$ cat src/sv/vsc_pkg.sv
// ----------------------------------------------------------------------------
// vsc_pkg
// Shared sizes, control word layout and result codes of the value search
// cache with fifo fill.
// ----------------------------------------------------------------------------
`default_nettype none

package vsc_pkg;

  // geometry
  localparam int MEM_WORDS   = 128;
  localparam int BLOCK_WORDS = 4;
  localparam int CACHE_SLOTS = 4;
  localparam int CACHE_WORDS = CACHE_SLOTS * BLOCK_WORDS;
  localparam int NUM_BLOCKS  = (MEM_WORDS + BLOCK_WORDS - 1) / BLOCK_WORDS;

  // field widths
  localparam int DATA_W = 32;
  localparam int ADDR_W = 7;
  localparam int CNT_W  = 5;
  localparam int STAT_W = 2;
  localparam int BLK_W  = 5;
  localparam int SLOT_W = 2;

  // derived widths
  localparam int MAW = (MEM_WORDS > 1) ? $clog2(MEM_WORDS) : 1;
  localparam int CAW = (CACHE_WORDS > 1) ? $clog2(CACHE_WORDS) : 1;
  localparam int SW  = (CACHE_SLOTS > 1) ? $clog2(CACHE_SLOTS) : 1;
  localparam int BWW = (BLOCK_WORDS > 1) ? $clog2(BLOCK_WORDS) : 1;
  localparam int GW  = $clog2(NUM_BLOCKS + CACHE_SLOTS + 1);
  localparam int IW  = $clog2(MEM_WORDS + BLOCK_WORDS + CACHE_WORDS);

  // match count saturation
  localparam logic [CNT_W-1:0] CNT_MAX = '1;

  // microprogram counter width
  localparam int UPC_W = 4;

  typedef enum logic [STAT_W-1:0] {
    ST_WRITE    = 2'd0,
    ST_HIT      = 2'd1,
    ST_FILLED   = 2'd2,
    ST_NOTFOUND = 2'd3
  } status_e;

  typedef enum logic [2:0] {
    C_NONE,
    C_ALWAYS,
    C_NOSTART,
    C_WRITE,
    C_HIT,
    C_MATCH,
    C_NOMATCH
  } cond_e;

  typedef enum logic [1:0] {
    INIT_NONE,
    INIT_CACHE,
    INIT_MEM,
    INIT_FILL
  } init_e;

  // one control word of the microprogram
  typedef struct packed {
    cond_e             cond;
    logic [UPC_W-1:0]  jmp;
    logic              hold;
    init_e             init;
    logic              rd_cache;
    logic              cmp_cache;
    logic              rd_mem;
    logic              cmp_mem;
    logic              rd_fill;
    logic              wr_fill;
    logic              wr_back;
    logic              commit;
    logic              emit;
    status_e           code;
  } ctrl_t;

  // datapath status seen by the sequencer
  typedef struct packed {
    logic is_write;
    logic hit;
    logic match;
    logic last;
  } flags_t;

endpackage

`default_nettype wire

$ cat src/sv/vsc_ram.sv
// ----------------------------------------------------------------------------
// vsc_ram
// Generic single write port, single read port ram with registered read.
// ----------------------------------------------------------------------------
`default_nettype none

module vsc_ram #(
  parameter int Width = 32,
  parameter int Depth = 16
) (
  input  wire logic                                      clk_i,
  input  wire logic                                      we_i,
  input  wire logic [((Depth > 1) ? $clog2(Depth) : 1)-1:0] waddr_i,
  input  wire logic [Width-1:0]                          wdata_i,
  input  wire logic                                      re_i,
  input  wire logic [((Depth > 1) ? $clog2(Depth) : 1)-1:0] raddr_i,
  output      logic [Width-1:0]                          rdata_o
);

  logic [Width-1:0] mem_q [Depth];

  always_ff @(posedge clk_i) begin
    if (we_i) begin
      mem_q[waddr_i] <= wdata_i;
    end
    if (re_i) begin
      rdata_o <= mem_q[raddr_i];
    end
  end

endmodule

`default_nettype wire

$ cat src/sv/vsc_seq.sv
// ----------------------------------------------------------------------------
// vsc_seq
// Microprogram store and step counter: one control word per step, with
// conditional jumps and a hold that repeats a step until a scan ends.
// ----------------------------------------------------------------------------
`default_nettype none

module vsc_seq (
  input  wire logic            clk_i,
  input  wire logic            rst_ni,
  input  wire logic            start_i,
  input  wire vsc_pkg::flags_t flags_i,
  output      vsc_pkg::ctrl_t  ctrl_o,
  output      logic            busy_o
);

  import vsc_pkg::*;

  // step addresses
  localparam logic [UPC_W-1:0] U_IDLE  = 4'd0;
  localparam logic [UPC_W-1:0] U_DISP  = 4'd1;
  localparam logic [UPC_W-1:0] U_CSCAN = 4'd2;
  localparam logic [UPC_W-1:0] U_CTAIL = 4'd3;
  localparam logic [UPC_W-1:0] U_CDEC  = 4'd4;
  localparam logic [UPC_W-1:0] U_MSCAN = 4'd5;
  localparam logic [UPC_W-1:0] U_MTAIL = 4'd6;
  localparam logic [UPC_W-1:0] U_FINIT = 4'd7;
  localparam logic [UPC_W-1:0] U_FCOPY = 4'd8;
  localparam logic [UPC_W-1:0] U_FTAIL = 4'd9;
  localparam logic [UPC_W-1:0] U_WR    = 4'd10;
  localparam logic [UPC_W-1:0] U_HIT   = 4'd11;
  localparam logic [UPC_W-1:0] U_NF    = 4'd12;

  function automatic ctrl_t ucode(logic [UPC_W-1:0] a);
    ctrl_t c;
    c = '0;
    case (a)
      U_IDLE: begin
        c.cond = C_NOSTART;
        c.jmp  = U_IDLE;
      end
      U_DISP: begin
        c.init = INIT_CACHE;
        c.cond = C_WRITE;
        c.jmp  = U_WR;
      end
      U_CSCAN: begin
        c.rd_cache  = 1'b1;
        c.cmp_cache = 1'b1;
        c.hold      = 1'b1;
      end
      U_CTAIL: begin
        c.cmp_cache = 1'b1;
      end
      U_CDEC: begin
        c.init = INIT_MEM;
        c.cond = C_HIT;
        c.jmp  = U_HIT;
      end
      U_MSCAN: begin
        c.rd_mem  = 1'b1;
        c.cmp_mem = 1'b1;
        c.hold    = 1'b1;
        c.cond    = C_MATCH;
        c.jmp     = U_FINIT;
      end
      U_MTAIL: begin
        c.cmp_mem = 1'b1;
        c.cond    = C_NOMATCH;
        c.jmp     = U_NF;
      end
      U_FINIT: begin
        c.init = INIT_FILL;
      end
      U_FCOPY: begin
        c.rd_fill = 1'b1;
        c.wr_fill = 1'b1;
        c.hold    = 1'b1;
      end
      U_FTAIL: begin
        c.wr_fill = 1'b1;
        c.commit  = 1'b1;
        c.emit    = 1'b1;
        c.code    = ST_FILLED;
        c.cond    = C_ALWAYS;
        c.jmp     = U_IDLE;
      end
      U_WR: begin
        c.wr_back = 1'b1;
        c.emit    = 1'b1;
        c.code    = ST_WRITE;
        c.cond    = C_ALWAYS;
        c.jmp     = U_IDLE;
      end
      U_HIT: begin
        c.emit = 1'b1;
        c.code = ST_HIT;
        c.cond = C_ALWAYS;
        c.jmp  = U_IDLE;
      end
      U_NF: begin
        c.emit = 1'b1;
        c.code = ST_NOTFOUND;
        c.cond = C_ALWAYS;
        c.jmp  = U_IDLE;
      end
      default: begin
        c.cond = C_ALWAYS;
        c.jmp  = U_IDLE;
      end
    endcase
    return c;
  endfunction

  logic [UPC_W-1:0] upc_q, upc_d;
  ctrl_t            ctrl;
  logic             take;

  assign ctrl   = ucode(upc_q);
  assign ctrl_o = ctrl;
  assign busy_o = (upc_q != U_IDLE);

  always_comb begin
    case (ctrl.cond)
      C_NONE:    take = 1'b0;
      C_ALWAYS:  take = 1'b1;
      C_NOSTART: take = ~start_i;
      C_WRITE:   take = flags_i.is_write;
      C_HIT:     take = flags_i.hit;
      C_MATCH:   take = flags_i.match;
      C_NOMATCH: take = ~flags_i.match;
      default:   take = 1'b0;
    endcase
    if (take) begin
      upc_d = ctrl.jmp;
    end else if (ctrl.hold && !flags_i.last) begin
      upc_d = upc_q;
    end else begin
      upc_d = upc_q + 1'b1;
    end
  end

  always_ff @(posedge clk_i or negedge rst_ni) begin
    if (!rst_ni) begin
      upc_q <= U_IDLE;
    end else begin
      upc_q <= upc_d;
    end
  end

  // a scan step only repeats while the scan has words left
  a_hold_bounded: assert property (@(posedge clk_i) disable iff (!rst_ni)
    (ctrl.hold && flags_i.last && !take) |=> (upc_q != $past(upc_q)))
    else $error("scan step repeated past its last word");

  // never step into an unused microprogram address
  a_upc_range: assert property (@(posedge clk_i) disable iff (!rst_ni)
    upc_q <= U_NF)
    else $error("step counter left the microprogram");

  // every emitting step returns to idle
  a_emit_idle: assert property (@(posedge clk_i) disable iff (!rst_ni)
    ctrl.emit |=> (upc_q == U_IDLE))
    else $error("result step did not return to idle");

endmodule

`default_nettype wire

$ cat src/sv/vsc_dpath.sv
// ----------------------------------------------------------------------------
// vsc_dpath
// Datapath: request capture, backing and cache rams, scan counters, match
// counting, block copy, slot valid bits, fifo pointer and result register.
// ----------------------------------------------------------------------------
`default_nettype none

module vsc_dpath (
  input  wire logic                              clk_i,
  input  wire logic                              rst_ni,
  input  wire logic                              accept_i,
  input  wire logic                              req_type_i,
  input  wire logic [vsc_pkg::ADDR_W-1:0]        ram_addr_i,
  input  wire logic signed [vsc_pkg::DATA_W-1:0] value_i,
  input  wire vsc_pkg::ctrl_t                    ctrl_i,
  output      vsc_pkg::flags_t                   flags_o,
  output      logic                              done_o,
  output      logic [vsc_pkg::STAT_W-1:0]        status_o,
  output      logic [vsc_pkg::CNT_W-1:0]         match_count_o,
  output      logic [vsc_pkg::BLK_W-1:0]         block_number_o,
  output      logic [vsc_pkg::SLOT_W-1:0]        slot_written_o,
  output      logic                              replaced_o
);

  import vsc_pkg::*;

  // captured request
  logic              req_q;
  logic [ADDR_W-1:0] addr_q;
  logic [DATA_W-1:0] val_q;

  // scan state
  logic [IW-1:0]  idx_q, idx_d;
  logic [IW-1:0]  rem_q, rem_d;
  logic [GW-1:0]  grp_q, grp_d;
  logic [BWW-1:0] wib_q, wib_d;

  // read in flight
  logic           pend_q;
  logic [GW-1:0]  pgrp_q;
  logic [BWW-1:0] pwib_q;
  logic [IW-1:0]  paddr_q;
  logic           pzero_q;

  // first backing match
  logic [IW-1:0]  hit_addr_q;
  logic [BWW-1:0] hit_wib_q;
  logic [GW-1:0]  hit_grp_q;

  logic [CNT_W-1:0] cnt_q;
  logic [CAW-1:0]   cwa_q;
  logic [GW-1:0]    blk_q;
  logic [SW-1:0]    slot_q;
  logic             repl_q;

  logic [CACHE_SLOTS-1:0] valid_q;
  logic [SW-1:0]          ptr_q;

  // result register
  logic             done_q;
  status_e          status_q;
  logic [CNT_W-1:0] res_cnt_q;
  logic [GW-1:0]    res_blk_q;
  logic [SW-1:0]    res_slot_q;
  logic             res_repl_q;

  // ram ports
  logic [DATA_W-1:0] mem_rdata, cache_rdata, cache_wdata;
  logic              mem_re, mem_we, cache_we;
  logic              rd_any, in_range, wr_ok;
  logic              cache_match, mem_match;
  logic [MAW+ADDR_W-1:0] wr_ext;
  logic [GW+BLK_W-1:0]   blk_ext;
  logic [SW+SLOT_W-1:0]  slot_ext;

  assign wr_ext   = {{MAW{1'b0}}, addr_q};
  assign wr_ok    = (wr_ext < (MAW + ADDR_W)'(MEM_WORDS));
  assign in_range = (idx_q < IW'(MEM_WORDS));
  assign rd_any   = ctrl_i.rd_cache | ctrl_i.rd_mem | ctrl_i.rd_fill;
  assign mem_re   = ctrl_i.rd_mem | (ctrl_i.rd_fill & in_range);
  assign mem_we   = ctrl_i.wr_back & wr_ok;
  assign cache_we = ctrl_i.wr_fill & pend_q;
  // block words past the end of memory are copied as zero
  assign cache_wdata = pzero_q ? '0 : mem_rdata;

  assign cache_match = ctrl_i.cmp_cache & pend_q & valid_q[pgrp_q[SW-1:0]] &
                       (cache_rdata == val_q);
  assign mem_match   = ctrl_i.cmp_mem & pend_q & (mem_rdata == val_q);

  assign flags_o.is_write = ~req_q;
  assign flags_o.hit      = (cnt_q != '0);
  assign flags_o.match    = mem_match;
  assign flags_o.last     = (rem_q == '0);

  vsc_ram #(
    .Width (DATA_W),
    .Depth (MEM_WORDS)
  ) u_back_ram (
    .clk_i   (clk_i),
    .we_i    (mem_we),
    .waddr_i (wr_ext[MAW-1:0]),
    .wdata_i (val_q),
    .re_i    (mem_re),
    .raddr_i (idx_q[MAW-1:0]),
    .rdata_o (mem_rdata)
  );

  vsc_ram #(
    .Width (DATA_W),
    .Depth (CACHE_WORDS)
  ) u_cache_ram (
    .clk_i   (clk_i),
    .we_i    (cache_we),
    .waddr_i (cwa_q),
    .wdata_i (cache_wdata),
    .re_i    (ctrl_i.rd_cache),
    .raddr_i (idx_q[CAW-1:0]),
    .rdata_o (cache_rdata)
  );

  // scan counters
  always_comb begin
    idx_d = idx_q;
    rem_d = rem_q;
    grp_d = grp_q;
    wib_d = wib_q;
    case (ctrl_i.init)
      INIT_CACHE: begin
        idx_d = '0;
        rem_d = IW'(CACHE_WORDS - 1);
        grp_d = '0;
        wib_d = '0;
      end
      INIT_MEM: begin
        idx_d = '0;
        rem_d = IW'(MEM_WORDS - 1);
        grp_d = '0;
        wib_d = '0;
      end
      INIT_FILL: begin
        idx_d = hit_addr_q - IW'(hit_wib_q);
        rem_d = IW'(BLOCK_WORDS - 1);
        grp_d = '0;
        wib_d = '0;
      end
      default: begin
        if (rd_any) begin
          idx_d = idx_q + 1'b1;
          if (rem_q != '0) begin
            rem_d = rem_q - 1'b1;
          end
          if (wib_q == BWW'(BLOCK_WORDS - 1)) begin
            wib_d = '0;
            grp_d = grp_q + 1'b1;
          end else begin
            wib_d = wib_q + 1'b1;
          end
        end
      end
    endcase
  end

  // control state
  always_ff @(posedge clk_i or negedge rst_ni) begin
    if (!rst_ni) begin
      pend_q  <= 1'b0;
      done_q  <= 1'b0;
      valid_q <= '0;
      ptr_q   <= '0;
    end else begin
      pend_q <= rd_any;
      done_q <= ctrl_i.emit;
      if (ctrl_i.commit) begin
        valid_q[slot_q] <= 1'b1;
        if (slot_q == SW'(CACHE_SLOTS - 1)) begin
          ptr_q <= '0;
        end else begin
          ptr_q <= slot_q + 1'b1;
        end
      end
    end
  end

  // payload
  always_ff @(posedge clk_i) begin
    if (accept_i) begin
      req_q  <= req_type_i;
      addr_q <= ram_addr_i;
      val_q  <= value_i;
    end
    idx_q <= idx_d;
    rem_q <= rem_d;
    grp_q <= grp_d;
    wib_q <= wib_d;
    if (rd_any) begin
      pgrp_q  <= grp_q;
      pwib_q  <= wib_q;
      paddr_q <= idx_q;
      pzero_q <= ctrl_i.rd_fill & ~in_range;
    end
    if (mem_match) begin
      hit_addr_q <= paddr_q;
      hit_wib_q  <= pwib_q;
      hit_grp_q  <= pgrp_q;
    end
    if (ctrl_i.init == INIT_CACHE) begin
      cnt_q <= '0;
    end else if (cache_match && cnt_q != CNT_MAX) begin
      cnt_q <= cnt_q + 1'b1;
    end
    if (ctrl_i.init == INIT_FILL) begin
      cwa_q  <= CAW'(int'(ptr_q) * BLOCK_WORDS);
      blk_q  <= hit_grp_q;
      slot_q <= ptr_q;
      repl_q <= valid_q[ptr_q];
    end else if (cache_we) begin
      cwa_q <= cwa_q + 1'b1;
    end
    if (ctrl_i.emit) begin
      status_q   <= ctrl_i.code;
      res_cnt_q  <= (ctrl_i.code == ST_HIT) ? cnt_q : '0;
      res_blk_q  <= (ctrl_i.code == ST_FILLED) ? blk_q : '0;
      res_slot_q <= (ctrl_i.code == ST_FILLED) ? slot_q : '0;
      res_repl_q <= (ctrl_i.code == ST_FILLED) ? repl_q : 1'b0;
    end
  end

  assign blk_ext  = {{BLK_W{1'b0}}, res_blk_q};
  assign slot_ext = {{SLOT_W{1'b0}}, res_slot_q};

  assign done_o         = done_q;
  assign status_o       = status_q;
  assign match_count_o  = res_cnt_q;
  assign block_number_o = blk_ext[BLK_W-1:0];
  assign slot_written_o = slot_ext[SLOT_W-1:0];
  assign replaced_o     = res_repl_q;

  // a fill only writes a slot the pointer named at fill start
  a_fill_slot: assert property (@(posedge clk_i) disable iff (!rst_ni)
    ctrl_i.commit |-> (slot_q == ptr_q))
    else $error("fifo pointer moved during a block copy");

  // after a commit the written slot is valid
  a_commit_valid: assert property (@(posedge clk_i) disable iff (!rst_ni)
    ctrl_i.commit |=> valid_q[$past(slot_q)])
    else $error("filled slot not marked valid");

  // a cache hit can only count words of valid slots
  a_hit_needs_valid: assert property (@(posedge clk_i) disable iff (!rst_ni)
    cache_match |-> (valid_q != '0))
    else $error("cache match with no valid slot");

endmodule

`default_nettype wire

$ cat src/sv/value_search_cache_fifo_fill.sv
// ----------------------------------------------------------------------------
// value_search_cache_fifo_fill
// Fully associative cache with fifo replacement, searched by value, in front
// of a backing word memory; run by a microprogrammed sequencer.
// ----------------------------------------------------------------------------
// order: a write goes straight to the backing memory; a lookup scans every cache word and
//   reports a hit, or else scans the backing memory and reports not found or, on the first
//   match, copies its block into the fifo slot and reports a fill
// throughput: one item at a time, the next beat taken in the strobe cycle; the cache and
//   backing memory scans read one word a cycle
// reset: slot valid bits and fifo pointer clear at once; the strobe cannot be held off
`default_nettype none

module value_search_cache_fifo_fill (
  input  wire logic                              clk_i,
  input  wire logic                              rst_ni,
  // request beat
  input  wire logic                              start,
  output      logic                              busy,
  input  wire logic                              req_type_i,
  input  wire logic [vsc_pkg::ADDR_W-1:0]        ram_addr_i,
  input  wire logic signed [vsc_pkg::DATA_W-1:0] value_i,
  // result beat
  output      logic                              done_o,
  output      logic [vsc_pkg::STAT_W-1:0]        status_o,
  output      logic [vsc_pkg::CNT_W-1:0]         match_count_o,
  output      logic [vsc_pkg::BLK_W-1:0]         block_number_o,
  output      logic [vsc_pkg::SLOT_W-1:0]        slot_written_o,
  output      logic                              replaced_o
);

  import vsc_pkg::*;

  ctrl_t  ctrl;
  flags_t flags;
  logic   accept;

  // a request beat is taken only while the sequencer sits in idle
  assign accept = start & ~busy;

  // sequencer: microprogram store, step counter and jump logic
  vsc_seq u_seq (
    .clk_i   (clk_i),
    .rst_ni  (rst_ni),
    .start_i (start),
    .flags_i (flags),
    .ctrl_o  (ctrl),
    .busy_o  (busy)
  );

  // datapath: rams, scan counters, match counting and the result register
  vsc_dpath u_dpath (
    .clk_i          (clk_i),
    .rst_ni         (rst_ni),
    .accept_i       (accept),
    .req_type_i     (req_type_i),
    .ram_addr_i     (ram_addr_i),
    .value_i        (value_i),
    .ctrl_i         (ctrl),
    .flags_o        (flags),
    .done_o         (done_o),
    .status_o       (status_o),
    .match_count_o  (match_count_o),
    .block_number_o (block_number_o),
    .slot_written_o (slot_written_o),
    .replaced_o     (replaced_o)
  );

  // an accepted beat keeps the block busy in the next cycle
  a_accept_busy: assert property (@(posedge clk_i) disable iff (!rst_ni)
    accept |=> busy)
    else $error("accepted request did not start work");

  // the result beat is shown only once the sequencer is back in idle
  a_done_idle: assert property (@(posedge clk_i) disable iff (!rst_ni)
    done_o |-> !busy)
    else $error("result beat while still busy");

  // a hit always reports at least one matching word
  a_hit_count: assert property (@(posedge clk_i) disable iff (!rst_ni)
    (done_o && status_o == ST_HIT) |-> (match_count_o != '0))
    else $error("cache hit with zero match count");

  // fill fields are zero on every result other than a fill
  a_fill_fields: assert property (@(posedge clk_i) disable iff (!rst_ni)
    (done_o && status_o != ST_FILLED) |->
      (block_number_o == '0 && slot_written_o == '0 && !replaced_o))
    else $error("fill fields set on a non-fill result");

endmodule

`default_nettype wire
$ cat config.mk
export PLATFORM = sky130hd
export DESIGN_NAME = value_search_cache_fifo_fill
export DESIGN_NICKNAME = d
export VERILOG_FILES = /design/src/sv/vsc_pkg.sv /design/src/sv/vsc_ram.sv /design/src/sv/vsc_seq.sv /design/src/sv/vsc_dpath.sv /design/src/sv/value_search_cache_fifo_fill.sv
export SDC_FILE = /design/constraint.sdc
export NUM_CORES = 2
export LEC_CHECK = 0
export ABC_AREA = 0
export BUFFER_PORTS_ARGS = -buffer_cell sky130_fd_sc_hd__buf_2
export CAP_MARGIN = 40
export CORE_MARGIN = 4
export CORE_UTILIZATION = 25
export DETAILED_ROUTE_END_ITERATION = 16
export GPL_ROUTABILITY_DRIVEN = 0
export PLACE_DENSITY = 0.47
export SETUP_SLACK_MARGIN = 0.4
export SYNTH_ARGS = -nofsm -noshare
export SYNTH_HDL_FRONTEND = slang
export SYNTH_MEMORY_MAX_BITS = 65536
export SYNTH_SLANG_ARGS = --single-unit
$ cat constraint.sdc
create_clock -name clk_i -period 6.62 [get_ports clk_i]
set_input_delay 0.993 -clock clk_i [delete_from_list [all_inputs] [get_ports clk_i]]
set_output_delay 0.993 -clock clk_i [all_outputs]
set_load 0.01 [all_outputs]
==> results.sh <==
export IMPL_cts_path_max_buffers=4
export IMPL_synth_ff_type="edfxtp_1"
export IMPL_portBuffers=59
export IMPL_cts_made_buffers=523
export IMPL_worstPathArrival_ns=5.30
export IMPL_mostFrequentLayoutCells="4784 x edfxtp_1, 1339 x mux4_2, 532 x clkbuf_16, 353 x buf_4, 130 x nor2_4"
export IMPL_drv_slew=0
export IMPL_die_x_um=865.5
export IMPL_tightest_slew_ns=1.235
export IMPL_drt_initial_drc_count=10920
export IMPL_switchingPower_mw=29.71
export IMPL_ctsHtreeMaxLevel=6
export IMPL_leakage_nw=65.58
export IMPL_ys_seq_elements=4810
export IMPL_grt_max_degree=131
export IMPL_clkLatencyLatePin_ns=1.03
export IMPL_p_clk_share_pct=30.0
export IMPL_hold_viol_final=0
export IMPL_finalSetupViolations=0
export IMPL_drive_above_1_share_pct=31.48
export IMPL_period_share_pct=69.34
export IMPL_ctsResizeCount=0
export IMPL_dp_hpwl_mm=328.3
export IMPL_via_per_inst=4.749
export IMPL_yosysSeqAreaShare_pct=78.47
export IMPL_synth_edff_count=4784
export IMPL_die_area_um2=749000
export IMPL_routed_wl_mm=559.0
export IMPL_ant_nets=0
export IMPL_dieHeight_um=865.5
export IMPL_max_freq_ghz=0.2178
export IMPL_crit_path_start_kind="flip-flop"
export IMPL_grt_usage_pct=14.45
export IMPL_path_clk_slew_ns=0.06
export IMPL_p_sw_share_pct=32.19
export IMPL_holdWs_ns=0.1561
export IMPL_core_area_um2=731900
export IMPL_grt_ovfl_total=0
export IMPL_rows=314
export IMPL_firstDrtPassIters=6
export IMPL_critical_path_max_fanout=50
export IMPL_pwr_share_seq_pct=39.9
export IMPL_status="complete, no violations"
export IMPL_p_int_mw=62.58
export IMPL_setup_tns_ns=0
export IMPL_synthesis_instances=7648
export IMPL_slew_headroom_pct=17.68
export IMPL_synth_async_reset_ratio_pct=0.2495
export IMPL_final_nets=8376
export IMPL_area_growth_pct=17.81
export IMPL_cts_tree="yes"
export IMPL_num_io_pins=60
export IMPL_start_util_pct=25.11
export IMPL_skew_ns=0.03731
export IMPL_post_route_util_pct=29.59
export IMPL_endpoint_kind="flip-flop"
export IMPL_rsz0062_at_grt="no"
export IMPL_antenna_found_initial=39
export IMPL_clkSinkCount=4810
export IMPL_critPathRequiredTime_ns=7.33
export IMPL_dr_total_vias=87890
export IMPL_setup_slack_ns=2.030
export IMPL_place_ws_ns=1.772
export IMPL_ys_warn_count=0
export IMPL_synthDistinctLibCells=60
export IMPL_cts_root_buf="clkbuf_16"
export IMPL_mostFrequentLayoutCell="edfxtp_1"
export IMPL_peakVddDrop_mv=0.4045
export IMPL_cap_violations=0
export IMPL_period_minus_slack_ns=4.590
export IMPL_synthesis_nets=7719
export IMPL_hold_path_class="in2reg"
export IMPL_critical_path_class="reg2reg"
export IMPL_p_comb_share_pct=30.1
export IMPL_cts_setup_buffers=0
export IMPL_drc=0
export IMPL_grt_pass1_vias=89940
export IMPL_wl_per_cell_um=30.21
export IMPL_cts_hold_buf=1
export IMPL_netlist_area_um2=183800
export IMPL_power_mw=92.29
export IMPL_p_per_area_nw_per_um2=426.2
export IMPL_grt_pass1_wl_mm=762.2
export IMPL_avgSynthCellArea_um2=24.03
==> per-layer routing <==
layer	wire, µm	share of wire (%)	GRT usage (%)
met5	25	0.0045	0
met4	16370	2.9	3.922
met3	39120	7.0	2.681
met2	264900	47	23.40
met1	238600	43	20.01
==> worst paths after layout <==
kind / end / cells past startpoint / from / slack [ns]
min reg2reg: u_dpath.blk_q[2] / 0 / u_dpath.hit_grp_q[2] / 0.42
max: u_dpath.u_back_ram.rdata_o[11] / 9 / u_dpath.idx_q[0] / 2.03
min in group asynchronous: u_dpath.ptr_q[0] / 2 / rst_ni / 0.42
max reg2reg: u_dpath.u_back_ram.rdata_o[11] / 9 / u_dpath.idx_q[0] / 2.03
min: u_dpath.val_q[22] / 1 / value_i[22] / 0.16
max in group asynchronous: u_dpath.done_o / 2 / rst_ni / 5.95
==> synth_stat cells (all sizes together) (4+ instances only) <==
master | count | area (µm²)
nor4 | 14 | 87.58
mux4 | 1339 | 30160
dfrtp | 12 | 300.3
mux2 | 11 | 123.9
nand3 | 29 | 145.1
and3 | 8 | 50.05
o22ai | 39 | 244.0
a31oi | 24 | 150.1
o221ai | 25 | 219.0
a22oi | 59 | 442.9
nor4b | 6 | 52.55
a21oi | 51 | 255.2
nor3 | 13 | 65.06
nand2 | 109 | 409.1
edfxtp | 4784 | 143700
buf | 254 | 1521
nand2b | 12 | 75.07
o21ai | 29 | 145.1
nand4 | 15 | 93.84
o31ai | 8 | 60.06
a22o | 18 | 157.7
or3 | 4 | 25.02
nor2 | 164 | 615.6
a21o | 4 | 30.03
dfxtp | 14 | 280.3
xor2 | 55 | 481.7
inv | 21 | 78.82
a221oi | 27 | 236.5
xnor2 | 38 | 332.8
ha | 27 | 337.8
clkbuf | 136 | 510.5
a211oi | 32 | 240.2
nor2b | 62 | 387.9
mux2i | 128 | 1281
o211ai | 7 | 52.55
and2 | 41 | 256.5
==> sequential cells by signal (all words and copies together), names as in the netlist, 7 cells and up <==
signal	flops
u_dpath.u_cache_ram.rdata_o	32
u_dpath.val_q	32
u_dpath.u_back_ram.rdata_o	32
u_dpath.rem_q	8
u_dpath.paddr_q	8
u_dpath.u_cache_ram.mem_q	512
u_dpath.addr_q	7
u_dpath.idx_q	8
u_dpath.hit_addr_q	8
u_dpath.u_back_ram.mem_q	4096
==> power by group through the flow <==
stage	registers [mW]	clock network, mW	logic [mW]
floorplan	37.9	0	15.5
global placement	37.4	0	27.3
detailed placement	37.4	0	28.2
CTS	36.8	28.4	28.2
global route	36.8	29.7	29.1
finish	36.8	27.7	27.8
==> worst max-delay path, cell delays in order (launching register included) <==
cell,delay [ns]
edfxtp_1,0.87
buf_16,0.24
buf_12,0.22
buf_12,0.38
buf_4,0.40
mux4_2,0.56
mux4_2,0.47
nor2b_1,0.29
a31oi_1,0.59
nand4_1,0.17
==> layout make-up <==
| class | count | area, µm² |
|---|---|---|
| antenna | 15 | 37.54 |
| clock buffer | 644 | 13730 |
| clock inverter | 271 | 2365 |
| fill | 70290 | 515400 |
| inverter | 22 | 97.59 |
| multi-input combinational | 2426 | 38600 |
| sequential | 4810 | 144200 |
| tap | 9796 | 12260 |
| timing repair buffer | 522 | 5225 |
==> per-stage QoR <==
stage,area [µm²],cells
6_report,216600,18510
4_1_cts,216300,18480
3_5_place_dp,200200,17560
3_3_place_gp,198800,17480
2_1_floorplan,183800,7648
5_1_grt,216500,18490
==> cell families (layout without fill, tap and decap cells) <==
| logic type | after synthesis | count (layout) | share of synthesized area [%] |
|---|---|---|---|
| simple gates | 487 | 487 | 1.273 |
| flops | 4810 | 4810 | 78.47 |
| buf+inv | 412 | 1459 | 1.150 |
| xor+xnor | 93 | 93 | 0.4431 |
| compound gates | 340 | 340 | 1.297 |
| fa+ha+maj | 28 | 28 | 0.1947 |
| mux | 1478 | 1478 | 17.17 |
| other cells | 0 | 15 | 0 |
Power figures use the tool's default switching activity.
